## src/rtl/swm_pkg.sv

```systemverilog
// ----------------------------------------------------------------------------
// swm_pkg
// Shared types and defaults for the sliding window maximum block.
// ----------------------------------------------------------------------------
package swm_pkg;

  // default sizes
  localparam int WINDOW_MAX_DEF  = 64;
  localparam int SAMPLE_BITS_DEF = 16;

  // width of the window size register
  localparam int WSIZE_W = 7;

  // how far the candidate row moves towards the head in one update
  typedef enum logic [1:0] {
    SHIFT_NONE,
    SHIFT_ONE,
    SHIFT_TWO
  } shift_t;

  // control broadcast from the top level to every cell
  typedef struct packed {
    logic   en;     // update the row this cycle
    logic   clear;  // item starts a new sequence
    shift_t shift;  // head removals after append
  } cell_ctrl_t;

endpackage

```

## src/rtl/swm_cell.sv

```systemverilog
// ----------------------------------------------------------------------------
// swm_cell
// One slot of the candidate queue, held as a position counted from the head.
// Works out its value after the tail drop and append, and takes its new value
// from itself or from one of the next two slots when the head is removed.
// ----------------------------------------------------------------------------
module swm_cell #(
  parameter int SAMPLE_BITS = swm_pkg::SAMPLE_BITS_DEF
) (
  input  logic                          clk,
  input  logic                          rst,
  input  swm_pkg::cell_ctrl_t           ctrl,
  input  logic signed [SAMPLE_BITS-1:0] sample,
  input  logic                          keep_left,  // slot before this one survives
  input  logic                          nb1_vld,    // slot one further on
  input  logic signed [SAMPLE_BITS-1:0] nb1_val,
  input  logic                          nb2_vld,    // slot two further on
  input  logic signed [SAMPLE_BITS-1:0] nb2_val,
  output logic                          keep,
  output logic                          app_vld,    // slot after append
  output logic signed [SAMPLE_BITS-1:0] app_val
);
  import swm_pkg::*;

  logic                          vld;
  logic signed [SAMPLE_BITS-1:0] val;
  logic                          vld_next;
  logic signed [SAMPLE_BITS-1:0] val_next;

  // survives the drop unless strictly smaller than the new sample
  assign keep    = vld && !ctrl.clear && !(val < sample);
  // first dropped slot takes the new sample
  assign app_vld = keep || keep_left;
  assign app_val = keep ? val : sample;

  // head removal moves the row
  always_comb begin
    case (ctrl.shift)
      SHIFT_NONE: begin
        vld_next = app_vld;
        val_next = app_val;
      end
      SHIFT_ONE: begin
        vld_next = nb1_vld;
        val_next = nb1_val;
      end
      SHIFT_TWO: begin
        vld_next = nb2_vld;
        val_next = nb2_val;
      end
      default: begin
        vld_next = app_vld;
        val_next = app_val;
      end
    endcase
  end

  always_ff @(posedge clk) begin
    if (rst) begin
      vld <= 1'b0;
    end else if (ctrl.en) begin
      vld <= vld_next;
    end
  end

  always_ff @(posedge clk) begin
    if (ctrl.en) begin
      val <= val_next;
    end
  end

endmodule

```

## config.mk

```make
export PLATFORM = sky130hd
export DESIGN_NAME = swm_cell
export DESIGN_NICKNAME = d
export VERILOG_FILES = /design/src/rtl/swm_pkg.sv /design/src/rtl/swm_cell.sv
export SDC_FILE = /design/constraint.sdc
export NUM_CORES = 1
export LEC_CHECK = 0
export ABC_AREA = 1
export BUFFER_PORTS_ARGS = -buffer_cell sky130_fd_sc_hd__buf_4
export CORE_ASPECT_RATIO = 2
export CORE_MARGIN = 2
export CORE_UTILIZATION = 25
export DETAILED_ROUTE_END_ITERATION = 8
export PLACE_DENSITY_LB_ADDON = 0.2
export SETUP_SLACK_MARGIN = 0.1
export SLEW_MARGIN = 30
export SYNTH_ARGS = -nofsm -noshare
export SYNTH_HDL_FRONTEND = slang
export SYNTH_SLANG_ARGS = --single-unit
```

## constraint.sdc

```tcl
create_clock -name clk -period 5.2 [get_ports clk]
set_input_delay 0.52 -clock clk [delete_from_list [all_inputs] [get_ports clk]]
set_output_delay 0.52 -clock clk [all_outputs]
set_load 0.03 [all_outputs]
```

==> qor.yml <==
outcome:
  status: "finished, final reports clean"
cts:
  cts.path.max_buffers: 2
  post-cts-setup-buffers: 0
  cts_buffers: 3
  cts_htree_levels: 1
  cts_root_buffer: "clkbuf_16"
  clock_latency_ns: 0.25
  cts_tree: "yes"
  cts-resized-gates: 0
  cts_hold_buffers: 0
  cts_sinks: 17
  clk_pin_slew_ns: 0.05
worst_setup_path:
  r2r_end: "val[8]"
  path_buf_inv: 2
  slowest_stage: "nand3_4"
  path_delay_family: "simple AND/OR/NAND/NOR gates"
  reg2regPathDepth: 11
  ff2ff_setup_slack_ns: 2.68
  arrival_ns: 2.63
  worstSetupStartpointType: "flip-flop"
  crit_top_cell: "nand2_2"
  cp_cell_sequence: "ha_1, a21oi_2, nor2_1, nor3_4, nand2_1, nand2_2, nand2_2, nand2_2, nand3_4, o21ai_2, inv_1, buf_4"
  cp-end-kind: "primary output"
  worstPathRequired_ns: 4.68
  critPathMaxStageDelay_ns: 0.42
  crit_fanout: 35
  path_class: "reg -> out"
  rr_startpoint: "val[5]"
global_routing:
  track_usage_pct: 11.8
  grt_overflow: 0
  met1_usage_pct: 12.7
  busiest_layer: "met2"
  met3_usage_pct: 1.30
  grt_first_pass_wirelength_um: 7040
  grt_pass1_vias: 1589
  gr-usage-met2_pct: 23.0
  grt_max_degree: 36
  antenna_found_initial: 0
place:
  gp_congestion: 0.708
  place.detailed.hpwl_um: 3620
  portBuffers: 74
  place_ws_ns: 2.01
  post_dp_cell_area_mm2: 0.00231
logic_synthesis:
  yosysSeqAreaShare_pct: 29.4
  syn-instance-count: 214
  ys_types: 23
  synthesis.area_mm2: 0.00170
  syn_area_per_cell_um2: 7.96
  ys_seq_elements: 17
  yosysWarnings: 0
  synth_nets: 288
sta:
  max_freq_mhz: 317
  rsz0062_at_grt: "false"
  worst_slack_ns: 2.05
  worst_pin_slew_ns: 0.908
  timing_hold_violations_final: 0
  setup_tns_ns: 0
  finalClockSkew_ns: 0.00158
  post-route-period-util_pct: 60.6
  setup_viol: 0
  fin_crit_ns: 3.15
  maxSlewViolCount: 0
  slew_headroom_pct: 39.4
floorplanning:
  start_util_pct: 25.7
  die_area_mm2: 0.00753
  rows: 42
  ioPinCount: 75
  dieHeight_um: 121
  core_mm2: 0.00662
  dieWidth_um: 62.4
min_path:
  worstHoldStart: "rst"
  whs_path_depth: 2
  hp-class: "in -> reg"
  min_to: "vld"
detailed_routing:
  drtIter0Drc: 15
  drc: 0
  vias: 1587
  ant_nets: 0
  drt_pass1_iterations: 4
  routedWlPerCell_um: 11.6
  wl_um: 4290
  vias_per_cell: 4.29
final_layout:
  drive_gt1_share_pct: 41.5
  num-fill-cells: 767
  fin_util_pct: 36.1
  final_cell_area_mm2: 0.00239
  diodes: 0
  nets: 357
  synthToLayoutAreaGrowth_pct: 40.3
job:
  cap_violations: 0
power:
  p_leak_nw: 1.26
  irDropWorstVdd_v: 0.000124
  pwr_density_cell_mw_per_mm2: 218
-- metrics by stage --
stage / power, mW / cells / hold slack (ns)
2_1_floorplan: 0.300 / 214 / 0.509
4_1_cts: 0.531 / 370 / 0.419
6_report: 0.521 / 370 / 0.421
5_1_grt: 0.555 / 370 / 0.421
3_5_place_dp: 0.374 / 366 / 0.532
3_3_place_gp: 0.373 / 366 / 0.524
-- how the worst max path moves through the flow --
stage	startpoint	endpoint	slack, ns	cells after the start
6_report	val[5]	app_val[8]	2.05	12
5_1_grt	val[5]	app_val[7]	1.82	12
4_1_cts	val[5]	app_val[8]	1.97	12
3_5_place_dp	sample[5]	app_val[8]	2.01	14
3_3_place_gp	sample[5]	app_val[8]	2.03	14
2_1_floorplan	sample[15]	app_val[10]	2.69	13
-- flip-flops by register name, indices dropped and copies added (netlist names) --
register and flops:
val 16, vld 1
-- worst reg2reg max path: stages (launching register included) --
cell	delay, ns
edfxtp_1	0.41
ha_1	0.32
a21oi_2	0.14
nor2_1	0.07
nor3_4	0.10
nand2_1	0.10
nand2_2	0.09
nand2_2	0.05
nand2_2	0.07
nand3_4	0.42
o21ai_2	0.37
o21ai_1	0.08
-- where the power goes --
group          total (mW)  leakage, nW  internal (mW)  switching, mW
clock               0.155       0.0409          0.103         0.0517
sequential          0.176        0.169          0.168        0.00889
combinational       0.190         1.05         0.0853          0.105
-- per-layer routing --
metal / wire, µm / vias to the layer above
met5: 0 / -
met3: 150 / 2
met4: 63 / 0
met2: 2380 / 39
met1: 1690 / 709
li1: - / 837
-- Yosys cell counts, drive strengths merged --
cell,n,share of area [%]
a21oi,5,1.9
inv,46,10
ha,17,12
edfxtp,16,28
buf,3,2.0
a22o,17,8.7
or2,1,0.37
nor3,3,1.8
clkbuf,7,1.5
a21boi,1,0.44
dfxtp,1,1.2
o21ai,33,13
nor2,6,1.3
nand3,4,2.5
nand2,54,14
-- kinds of logic (layout without fill, tap and decap cells) --
family / count (synthesis) / after routing / share of synthesized area (%)
fa+ha+maj: 17 / 17 / 12.5
flops: 17 / 17 / 29.4
simple gates: 68 / 68 / 20.1
compound gates: 56 / 56 / 24.3
buf+inv: 56 / 124 / 13.7
-- layout make-up --
class                      instances  area [µm²]  area share, %
inverter                          46         173           7.23
timing repair buffer              74         556           23.3
clock inverter                     1        5.00          0.210
clock buffer                       3        75.1           3.14
multi-input combinational        141         970           40.6
sequential                        17         500           21.0
tap                               88         110           4.61
-- cells in the final DEF, fill, tap and decap left out, types with 2 or more instances in the layout --
cell | Yosys | layout
a21oi_2 | 2 | 2
o21ai_1 | 16 | 16
buf_4 | 0 | 74
clkbuf_16 | 0 | 3
nand3_2 | 2 | 2
inv_1 | 46 | 46
nand2_2 | 15 | 15
nor2_1 | 6 | 6
ha_1 | 17 | 17
edfxtp_1 | 16 | 16
a21oi_1 | 3 | 3
a22o_1 | 17 | 17
o21ai_2 | 16 | 16
nand2_1 | 39 | 39
No activity file was read; power rests on OpenSTA's default activity.
