[src/rtl/swm_pkg.sv]
// ----------------------------------------------------------------------------
// swm_pkg
// Shared types and defaults for the sliding window maximum block.
// ----------------------------------------------------------------------------
package swm_pkg;

  // default sizes
  localparam int WINDOW_MAX_DEF  = 64;
  localparam int SAMPLE_BITS_DEF = 16;

  // width of the window size register
  localparam int WSIZE_W = 7;

  // how far the candidate row moves towards the head in one update
  typedef enum logic [1:0] {
    SHIFT_NONE,
    SHIFT_ONE,
    SHIFT_TWO
  } shift_t;

  // control broadcast from the top level to every cell
  typedef struct packed {
    logic   en;     // update the row this cycle
    logic   clear;  // item starts a new sequence
    shift_t shift;  // head removals after append
  } cell_ctrl_t;

endpackage

[src/rtl/swm_hist.sv]
// ----------------------------------------------------------------------------
// swm_hist
// Ring of recent samples. Writes the arriving sample and reads the one that
// leaves the window, lag items back, into a register in the same cycle.
// ----------------------------------------------------------------------------
module swm_hist #(
  parameter int DEPTH  = swm_pkg::WINDOW_MAX_DEF,
  parameter int DATA_W = swm_pkg::SAMPLE_BITS_DEF,
  parameter int IDX_W  = (DEPTH > 1) ? $clog2(DEPTH) : 1
) (
  input  logic                     clk,
  input  logic                     rst,
  input  logic                     wr,     // item accepted
  input  logic                     clear,  // restart the write position
  input  logic signed [DATA_W-1:0] din,
  input  logic [IDX_W-1:0]         lag,    // window size minus one
  output logic signed [DATA_W-1:0] dout
);
  import swm_pkg::*;

  logic signed [DATA_W-1:0] mem [DEPTH];
  logic [IDX_W-1:0]         pos;
  logic [IDX_W-1:0]         pos_eff;
  logic [IDX_W-1:0]         pos_next;
  logic [IDX_W:0]           back;
  logic [IDX_W-1:0]         raddr;

  assign pos_eff  = clear ? '0 : pos;
  assign pos_next = (pos_eff == IDX_W'(DEPTH - 1)) ? '0 : pos_eff + IDX_W'(1);

  // read address wraps modulo the depth
  always_comb begin
    back = {1'b0, pos_eff} + (IDX_W + 1)'(DEPTH) - {1'b0, lag};
    if (back >= (IDX_W + 1)'(DEPTH)) begin
      back = back - (IDX_W + 1)'(DEPTH);
    end
    raddr = back[IDX_W-1:0];
  end

  always_ff @(posedge clk) begin
    if (rst) begin
      pos <= '0;
    end else if (wr) begin
      pos <= pos_next;
    end
  end

  // storage, registered read
  always_ff @(posedge clk) begin
    if (wr) begin
      mem[pos_eff] <= din;
      dout         <= mem[raddr];
    end
  end

endmodule

[config.mk]
export PLATFORM = sky130hd
export DESIGN_NAME = swm_hist
export DESIGN_NICKNAME = d
export VERILOG_FILES = /design/src/rtl/swm_pkg.sv /design/src/rtl/swm_hist.sv
export SDC_FILE = /design/constraint.sdc
export NUM_CORES = 1
export LEC_CHECK = 0
export BUFFER_PORTS_ARGS = -buffer_cell sky130_fd_sc_hd__buf_2
export CORE_MARGIN = 3
export CORE_UTILIZATION = 57
export CTS_BUF_LIST = sky130_fd_sc_hd__clkbuf_16
export DETAILED_ROUTE_END_ITERATION = 10
export HOLD_SLACK_MARGIN = 0.05
export PLACE_DENSITY_LB_ADDON = 0.25
export SETUP_SLACK_MARGIN = 0.3
export SYNTH_ARGS = -nofsm -noshare
export SYNTH_HDL_FRONTEND = slang
export SYNTH_SLANG_ARGS = --single-unit
[constraint.sdc]
create_clock -name clk -period 3.6 [get_ports clk]
set_input_delay 0.72 -clock clk [delete_from_list [all_inputs] [get_ports clk]]
set_output_delay 0.72 -clock clk [all_outputs]
set_load 0.005 [all_outputs]
==> results of run 1 <==
## through the flow
| step | util | setup TNS, ps | area [sq um] | hold WS, ps | worst slack, ps |
|---|---|---|---|---|---|
| floorplan | - | 0 | 41100 | 523 | 302 |
| global placement | 0.626 | -6190 | 44200 | 568 | -586 |
| detailed placement | 0.626 | -6670 | 44200 | 575 | -557 |
| CTS | 0.676 | 0 | 47700 | 303 | 279 |
| global route | 0.683 | 0 | 48200 | 338 | 164 |
| finish | 0.683 | 0 | 48200 | 337 | 247 |
## cells in the final DEF (no fill, tap or decap), drive strengths merged, types with 16 or more instances in the layout
master	n
buf	297
edfxtp	1040
nor2	71
mux4	256
mux2i	33
a311oi	16
clkinv	46
clkbuf	107
a31oi	18
a32oi	17
and3	17
inv	29
nand3	41
nand2	48
o21ai	25
mux2	48
a211o	18
or3	34
a21oi	22
a211oi	16
## power by group
| group | switching (mW) | internal, mW | leakage [nW] | total [mW] |
|---|---|---|---|---|
| sequential | 0.0609 | 13.4 | 9.42 | 13.5 |
| clock | 4.43 | 5.93 | 1.65 | 10.4 |
| combinational | 1.52 | 1.34 | 4.64 | 2.86 |
| total | 6.01 | 20.7 | 15.7 | 26.7 |
## sequential cells by signal, indices dropped and copies added (netlist names)
| register | count |
|---|---|
| dout | 16 |
| pos | 6 |
| mem | 1024 |
## critical path, cell delays in order, from the launching register on
cell	delay, ps
dfxtp_2	330
nand2b_4	80
ha_4	150
inv_2	50
fa_4	840
buf_12	140
buf_12	160
buf_12	140
mux4_2	310
mux2i_2	250
nand2_2	110
a32oi_4	310
buf_6	140
a311oi_1	70
## final cells by class
type,instances,area [sq um],area share
diodes,3,7.51,0.000156
clock buffers,102,2550,0.0529
clock inverters,84,704,0.0146
inverters,9,33.8,0.000700
multi-input cells,735,9510,0.197
flip-flops and latches,1046,31400,0.650
well taps,940,1180,0.0244
repair buffers,302,2910,0.0604
## kinds of logic (layout without fill, tap and decap cells)
family                   after synthesis  in the layout  share of synthesized area
flip-flops                          1046           1046                      0.765
multiplexers                         337            337                      0.162
AND/OR/NAND/NOR                      244            244                     0.0293
AO/OA/AOI/OAI                        143            143                     0.0256
buffers and inverters                120            497                     0.0137
adder cells (fa/ha/maj)                7              7                    0.00229
XOR/XNOR                               4              4                    0.00214
other                                  0              3                          0
## final timing paths
path	start	to
max	pos[0]	dout[14]
min	din[11]	mem[33][11]
max reg2reg	pos[0]	dout[14]
min reg2reg	pos[5]	pos[5]
## routing by layer
layer	share of wire	vias up
met5	0.00042	-
li1	-	8606
met2	0.48	1307
met1	0.39	11000
met3	0.11	182
met4	0.030	6
## what timing repair did
item	in CTS	in global routing
gates resized for setup	25	59
pin swaps	7	24
setup endpoints to repair	16	16
cloned	2	5
buffers inserted	3	12
==> run metrics, run 1 <==
status=complete, no violations; flops & latches, synth=1046; maximum VDD drop=0.383 mV; GRT Residual Overflow=0; met3 GRT Util=0.0543; Synth area leader=edfxtp_1; DR vias/cell=about 6.6; setup violators final=0; clk_skew=30.8 ps; RD Place Congestion=0.895; Tmin final=3350 ps; commonest cells in the netlist=edfxtp_1, mux4_2, nor2_1; period utilisation layout=0.931; R2R Setup Slk=~250 ps; Synth Net Count=1933; Setup crit end kind=flip-flop; syn avg cell area=21.6 sq um; Slew Limit Fails=0; vias in the first global route=20900; Ports=42; Slew Limit Headroom=0.276; M2 GR Usage=0.418; Die Wd=274 um; antenna violations before repair=6; ys flop type=edfxtp_1; Worst setup SP type=flip-flop; Top Usage Layer GRT=met2; DR vias=21100; All-Layer GR Usage=0.276; fraction of layout cells with a size suffix above 1=0.363; register area share after synthesis=0.765; YS warnings=0; reg2reg path depth=13; Max Fanout on Critical Path=8; Cells after Synth=1901; ranking of synthesized cells by area=edfxtp_1, mux4_2, mux2_2, mux2i_1, nor2_1; Mapped Area=41000 sq um; drt first pass iters=5; Placed Cells=between 3000 and 4000; Worst Tran Pin Value=1090 ps; DR WL/cell=31.8 um; Post-synth EDFFs=1040; top-count cell post-synth=edfxtp_1; Routed Wire Length=roughly 100 mm; number of buffers added on ports=41; total power per unit cell area=554 nW/um^2; hold crit path type=in2reg; leakage power=between 15 and 20 nW; Post-route DRC=0; cts bufs inserted=100; synth unique cells=59; Die Span Y=approximately 270 um; RSZ-0062 raised after global routing=yes; clk slew on worst S/H paths=60 ps; floorplan row count=between 90 and 100; Worst EP arrival=approximately 3700 ps; Critical Path RT=3970 ps; CTS tree=done; pin count of the biggest net entering global routing=49; CTS Root Cell=clkbuf_16; DR iter-0 viols=between 2000 and 3000; clock buffer depth=3; fmax=between 200 and 300 MHz; Die ar.=75100 sq um; routing usage on met1=0.413; Hold Path Stages=1; FILL cells=4255; post-synthesis async set-or-reset flop share=0; Max Cap Viol=0; CTS sink cnt=1046; Routed Antenna Nets=0; Area Growth Syn to Fin=17.7%; CTS H-tree lvls=3; Power Total=26.7 mW; first-pass GRT wire length=148 mm; non-filler cells, final=3221; initial core utilization=0.580; NumNets Final=2226; CP Class=reg2reg; Core Box Area=70600 sq um; Hold-fix buffers, CTS=0; post-synth top area share=0.762; Hold Vio Cnt, Final=0; Clk Latency, worst-skew pair=660 ps; dpl hpwl=about 63 mm
(Power assumes the default switching activity.)
==> inputs of run 2 (changes only) <==
--- a/config.mk
+++ b/config.mk
@@ -12,7 +12,7 @@
 export DETAILED_ROUTE_END_ITERATION = 10
 export HOLD_SLACK_MARGIN = 0.05
 export PLACE_DENSITY_LB_ADDON = 0.25
-export SETUP_SLACK_MARGIN = 0.3
+export SETUP_SLACK_MARGIN = 0.15
 export SYNTH_ARGS = -nofsm -noshare
 export SYNTH_HDL_FRONTEND = slang
 export SYNTH_SLANG_ARGS = --single-unit
==> run 2 against run 1 <==
  * Critical path depth is the same
  * Highest routed layer unchanged
  * Sequential power is essentially flat
  * Critical path type unchanged
  * Utilization shrank 0.46 points
  * Sequential share of layout area grew 0.44 points
==> run metrics, run 2 (synthesized netlist as in run 1, its figures left out) <==
status=complete, no violations; reg2reg path depth=13; Core Box Area=70600 sq um; number of buffers added on ports=around 40; commonest cells after routing, fill and taps aside=edfxtp_1, mux4_2, buf_4; first-pass GRT wire length=150 mm; Top Registers=mem x1024, dout x16, pos x6; Slew Limit Headroom=0.143; Die Wd=274 um; critical path's most frequent cell=buf_12; DR iter-0 viols=2884; DR vias=21300; DR WL/cell=around 32 um; maximum VDD drop=roughly 0.35 mV; Tmin final=3430 ps; antenna violations before repair=5; Cell Chain, Critical Path=nand2b_4 > ha_4 > inv_1 > fa_4 > buf_16 > buf_12 > buf_12 > buf_4 > mux4_2 > o21ai_0 > a21oi_1 > a211oi_1 > a311oi_1; NumNets Final=2220; clk slew on worst S/H paths=roughly 60 ps; leakage power=15.6 nW; Ports=42; Max Fanout on Critical Path=16; Placed Cells=3000; Worst setup SP type=flip-flop; Hold-fix buffers, CTS=0; FILL cells=4361; multi-input logic area=~9300 sq um; Worst EP arrival=roughly 3800 ps; sw frac=0.228; max incr delay on CP=890 ps; Max Cap Viol=0; number of flip-flops under the largest register name=1024; Area Growth Syn to Fin=17.0%; All-Layer GR Usage=0.280; setup_tns=0 ps; Clk network pwr share=0.388; Critical Path RT=4000 ps; CTS tree=done; period utilisation layout=0.952; Power Total=26.7 mW; DR vias/cell=6.62; RSZ-0062 raised after global routing=no; CTS H-tree lvls=3; total power per unit cell area=approximately 560 nW/um^2; vias in the first global route=21100; drt first pass iters=5; Clk Latency, worst-skew pair=670 ps; storage element area=31400 sq um; Routed Wire Length=about 100 mm; crit path max-delay cell type=fa_4; FF-to-FF Start=pos[0]; clock buffer depth=3; RD Place Congestion=0.896; Setup crit end kind=flip-flop; most common cell after layout, fill and taps aside=edfxtp_1; Die ar.=around 75000 sq um; combinational share of power=0.106; Worst Tran Pin Value=between 1000 and 1500 ps; cts bufs inserted=101; dpl cell area=approximately 44000 sq um; fraction of layout cells with a size suffix above 1=0.355; R2R Setup Slk=around 170 ps; Routed Antenna Nets=0; dpl hpwl=63.1 mm; pin count of the biggest net entering global routing=65; initial core utilization=0.580; switching power=around 6.1 mW; CP Class=reg2reg; floorplan row count=97; CP endpoint=dout[6]; clk_skew=27.8 ps; CTS sink cnt=1046; Post-route DRC=0; Die Span Y=around 270 um; GRT Residual Overflow=0; Critical R2R Capture=dout[6]; Seq pwr share=0.506; Biggest register=mem; Slew Limit Fails=0; fmax=292 MHz; Hold Vio Cnt, Final=0; CTS Root Cell=clkbuf_16; hold crit path type=in2reg; non-filler cells, final=3214; Pint=20.6 mW; fin area=47900 sq um; setup violators final=0; Critical path origin=pos[0]
==> run 2: cell types whose count changed in the layout (fill, tap and decap cells not counted), sizes merged <==
cell      delta
buf          -9
bufbuf       +1
bufinv       -1
clkinv       -5
clkinvlp     -3
diode        +1
inv          +9
==> run 2: worst max-delay path: cells and delay by family, from the launching register on <==
family | cells | cell delay, ps
muxes | 1 | 290
and+or+nand+nor | 1 | 80
AOI/OAI and AO/OA | 4 | 730
adders and majority gates | 2 | 1020
buffers and inverters | 5 | 710
DFF | 1 | 340
==> run 2: worst min-delay path by stage <==
stage	start	end	slack, ps	cells past startpoint
after floorplan	pos[0]	pos[0]	490	2
after global placement	pos[5]	pos[5]	590	2
after detailed placement	pos[5]	pos[5]	590	2
after CTS	din[3]	mem[30][3]	340	1
after global routing	rst	pos[5]	370	2
final	din[3]	mem[22][3]	380	1
==> run 2: metal layers <==
layer | up-vias | track usage | routed length, um
li1 | 8605 | - | -
met1 | 11200 | 0.406 | 39600
met2 | 1282 | 0.438 | 50300
met3 | 182 | 0.0591 | 11000
met4 | 4 | 0.0845 | 3050
met5 | - | 0 | 27
==> run 2: power groups by stage <==
stage | sequential [mW] | combinational, mW | clock [mW]
6_report | 13.5 | 2.83 | 10.3
5_1_grt | 13.5 | 2.95 | 11.0
4_1_cts | 13.5 | 2.64 | 10.5
3_5_place_dp | 13.8 | 2.56 | 0
3_3_place_gp | 13.8 | 2.54 | 0
2_1_floorplan | 13.7 | 1.37 | 0
==> run 2: cell type report <==
| class | instances | share of cell area |
|---|---|---|
| antenna | 4 | 0.000209 |
| clock buffer | 101 | 0.0527 |
| clock inverter | 84 | 0.0150 |
| inverter | 9 | 0.000705 |
| multi-input combinational | 735 | 0.195 |
| sequential | 1046 | 0.654 |
| tap | 940 | 0.0245 |
| timing repair buffer | 295 | 0.0576 |
==> run 2: per-stage QoR <==
| stage | setup slack, ps | util | hold slack (ps) |
|---|---|---|---|
| 6_report | 173 | 0.678 | 379 |
| 5_1_grt | 139 | 0.678 | 366 |
| 4_1_cts | 136 | 0.671 | 341 |
| 3_5_place_dp | -806 | 0.623 | 592 |
| 3_3_place_gp | -785 | 0.623 | 585 |
| 2_1_floorplan | 168 | - | 490 |
==> run 2: repair_timing <==
action | in CTS | in global routing
setup buffers | 0 | 17
resized for setup | 14 | 38
gates cloned | 2 | 6
pin swaps | 1 | 11
endpoints found under the setup margin | 14 | 16
==> inputs of run 3 (changes only) <==
--- a/config.mk
+++ b/config.mk
@@ -6,8 +6,9 @@
 export NUM_CORES = 1
 export LEC_CHECK = 0
 export BUFFER_PORTS_ARGS = -buffer_cell sky130_fd_sc_hd__buf_2
+export CORE_ASPECT_RATIO = 1.75
 export CORE_MARGIN = 3
-export CORE_UTILIZATION = 57
+export CORE_UTILIZATION = 63
 export CTS_BUF_LIST = sky130_fd_sc_hd__clkbuf_16
 export DETAILED_ROUTE_END_ITERATION = 10
 export HOLD_SLACK_MARGIN = 0.05
==> constraint.sdc (replaced) <==
create_clock -name clk -period 3.4 [get_ports clk]
set_input_delay 0.68 -clock clk [delete_from_list [all_inputs] [get_ports clk]]
set_output_delay 0.68 -clock clk [all_outputs]
set_load 0.005 [all_outputs]
==> run 3 against run 2 <==
  * The flow now finishes with violations (negative setup slack)
  * Total power increased by 1.9%
  * Die area shrank 9.2%
  * Clock power down 6%
  * Utilization is 7.1 points higher
  * Via count rose by 1.6%
  * Worst setup slack lost 230 ps
  * Routed wire length is 2.1% higher
  * Combinational power rose by 15%
  * Critical path depth up 1
  * Hold slack worse by 95 ps
  * Fmax is 0.99% lower
  * Critical path type unchanged
  * Largest power group unchanged
==> run metrics, run 3 (synthesized netlist as in run 1, its figures left out) <==
CTS sink cnt=1046; FF-to-FF Start=pos[0]; dpl hpwl=63.0 mm; Ports=42; Die ar.=68300 sq um; Routed Antenna Nets=0; WHS=285 ps; Util after Layout=0.750; Critical Path RT=3780 ps; clk_skew=between 20 and 25 ps; first-pass GRT wire length=approximately 150 mm; Worst Tran Pin Value=1080 ps; most common cell after layout, fill and taps aside=edfxtp_1; vias in the first global route=between 20000 and 25000; total power per unit cell area=564 nW/um^2; GRT Residual Overflow=0; floorplan row count=approximately 120; maximum VDD drop=between 0.4 and 0.5 mV; Critical path origin=pos[0]; pin count of the biggest net entering global routing=65; CTS H-tree lvls=3; Slew Limit Fails=0; Area Growth Syn to Fin=17.7%; status=complete, but fails checks; Hold Vio Cnt, Final=0; Routed Wire Length=approximately 110 mm; setup violators final=8; failing checks=negative setup slack; RSZ-0062 raised after global routing=yes; clk slew on worst S/H paths=70 ps; Worst setup SP type=flip-flop; cts bufs inserted=just under 90; Worst EP arrival=3840 ps; CP Class=reg2reg; DR WL/cell=34.1 um; CTS tree=done; period utilisation layout=1.02; RD Place Congestion=0.923; Top Registers=mem x1024, dout x16, pos x6; Hold-fix buffers, CTS=0; hold crit path type=in2reg; Core Box Area=about 64000 sq um; initial core utilization=0.637; NumNets Final=~2300; fmax=289 MHz; commonest cells after routing, fill and taps aside=edfxtp_1, mux4_2, buf_4; Max Cap Viol=0; Die Span Y=343 um; Slew Limit Headroom=0.277; FILL cells=3380; fraction of layout cells with a size suffix above 1=0.372; number of flip-flops under the largest register name=approximately 1000; DR vias/cell=approximately 6.9; Die Wd=199 um; Clk Latency, worst-skew pair=660 ps; clock buffer depth=3; All-Layer GR Usage=0.318; R2R Setup Slk=-60 ps; Tmin final=roughly 3500 ps; DR iter-0 viols=2922; Setup crit end kind=flip-flop; Biggest register=mem; antenna violations before repair=2; drt first pass iters=8; Post-route DRC=0; Setup WS post-layout=-61.3 ps; DR vias=21600; setup_tns=-221 ps; leakage power=~16 nW; Min-Delay Startpoint=rst; number of buffers added on ports=41; Max Fanout on Critical Path=5; CTS Root Cell=clkbuf_16
## run 3: worst paths after layout
| kind | end | depth (start not counted) |
|---|---|---|
| max | dout[7] | 14 |
| min | pos[0] | 2 |
| max reg2reg | dout[7] | 14 |
| min reg2reg | pos[5] | 2 |
## run 3: stage by stage
step | power [mW] | instances | area [sq um] | setup WS, ps
after global placement | 17.3 | 2919 | 44400 | -779
after floorplan | 16.0 | 1901 | 41100 | 152
after detailed placement | 17.3 | 2919 | 44400 | -903
after global routing | 27.9 | 3111 | 48200 | -99.1
after CTS | 27.1 | 3091 | 47700 | 32.2
final | 27.2 | 3112 | 48200 | -61.3
## run 3: routing by layer
metal,share of wire,wire length [um],GRT usage
met5,0,0,0
met4,0.049,5160,0.141
met3,0.095,10100,0.0558
met2,0.52,55200,0.529
met1,0.34,35800,0.421
## run 3: final cells by class
| type | instances | area [sq um] | area share |
|---|---|---|---|
| antenna | 1 | 2.50 | 0.0000519 |
| timing repair buffer | 354 | 3470 | 0.0720 |
| clock inverter | 64 | 427 | 0.00884 |
| clock buffer | 91 | 2280 | 0.0472 |
| inverter | 9 | 33.8 | 0.000700 |
| sequential | 1046 | 31400 | 0.650 |
| tap | 812 | 1020 | 0.0211 |
| multi-input combinational | 735 | 9670 | 0.200 |
## run 3: where the power goes
part / internal [mW] / total [mW] / switching [mW]
registers: 14.2 / 14.3 / 0.0319
clock network: 5.28 / 9.67 / 4.39
logic: 1.54 / 3.26 / 1.72
total: 21.0 / 27.2 / 6.14
## run 3: worst max-delay path: stages, from the launching register on
cell and delay [ps]:
dfxtp_2 340, nand2b_4 80, ha_4 130, inv_2 40
fa_4 860, buf_6 120, buf_12 110, buf_16 130
buf_4 110, mux4_2 320, mux2i_1 190, buf_4 140
nand2_1 110, a32oi_2 350, a311oi_1 160
## run 3: timing repair
item / 4_1_cts / 5_1_grt
pin swaps: 10 / 23
gates resized for setup: 51 / 61
setup endpoints to repair: 16 / 16
buffers inserted: 14 / 16
cloned: 3 / 4
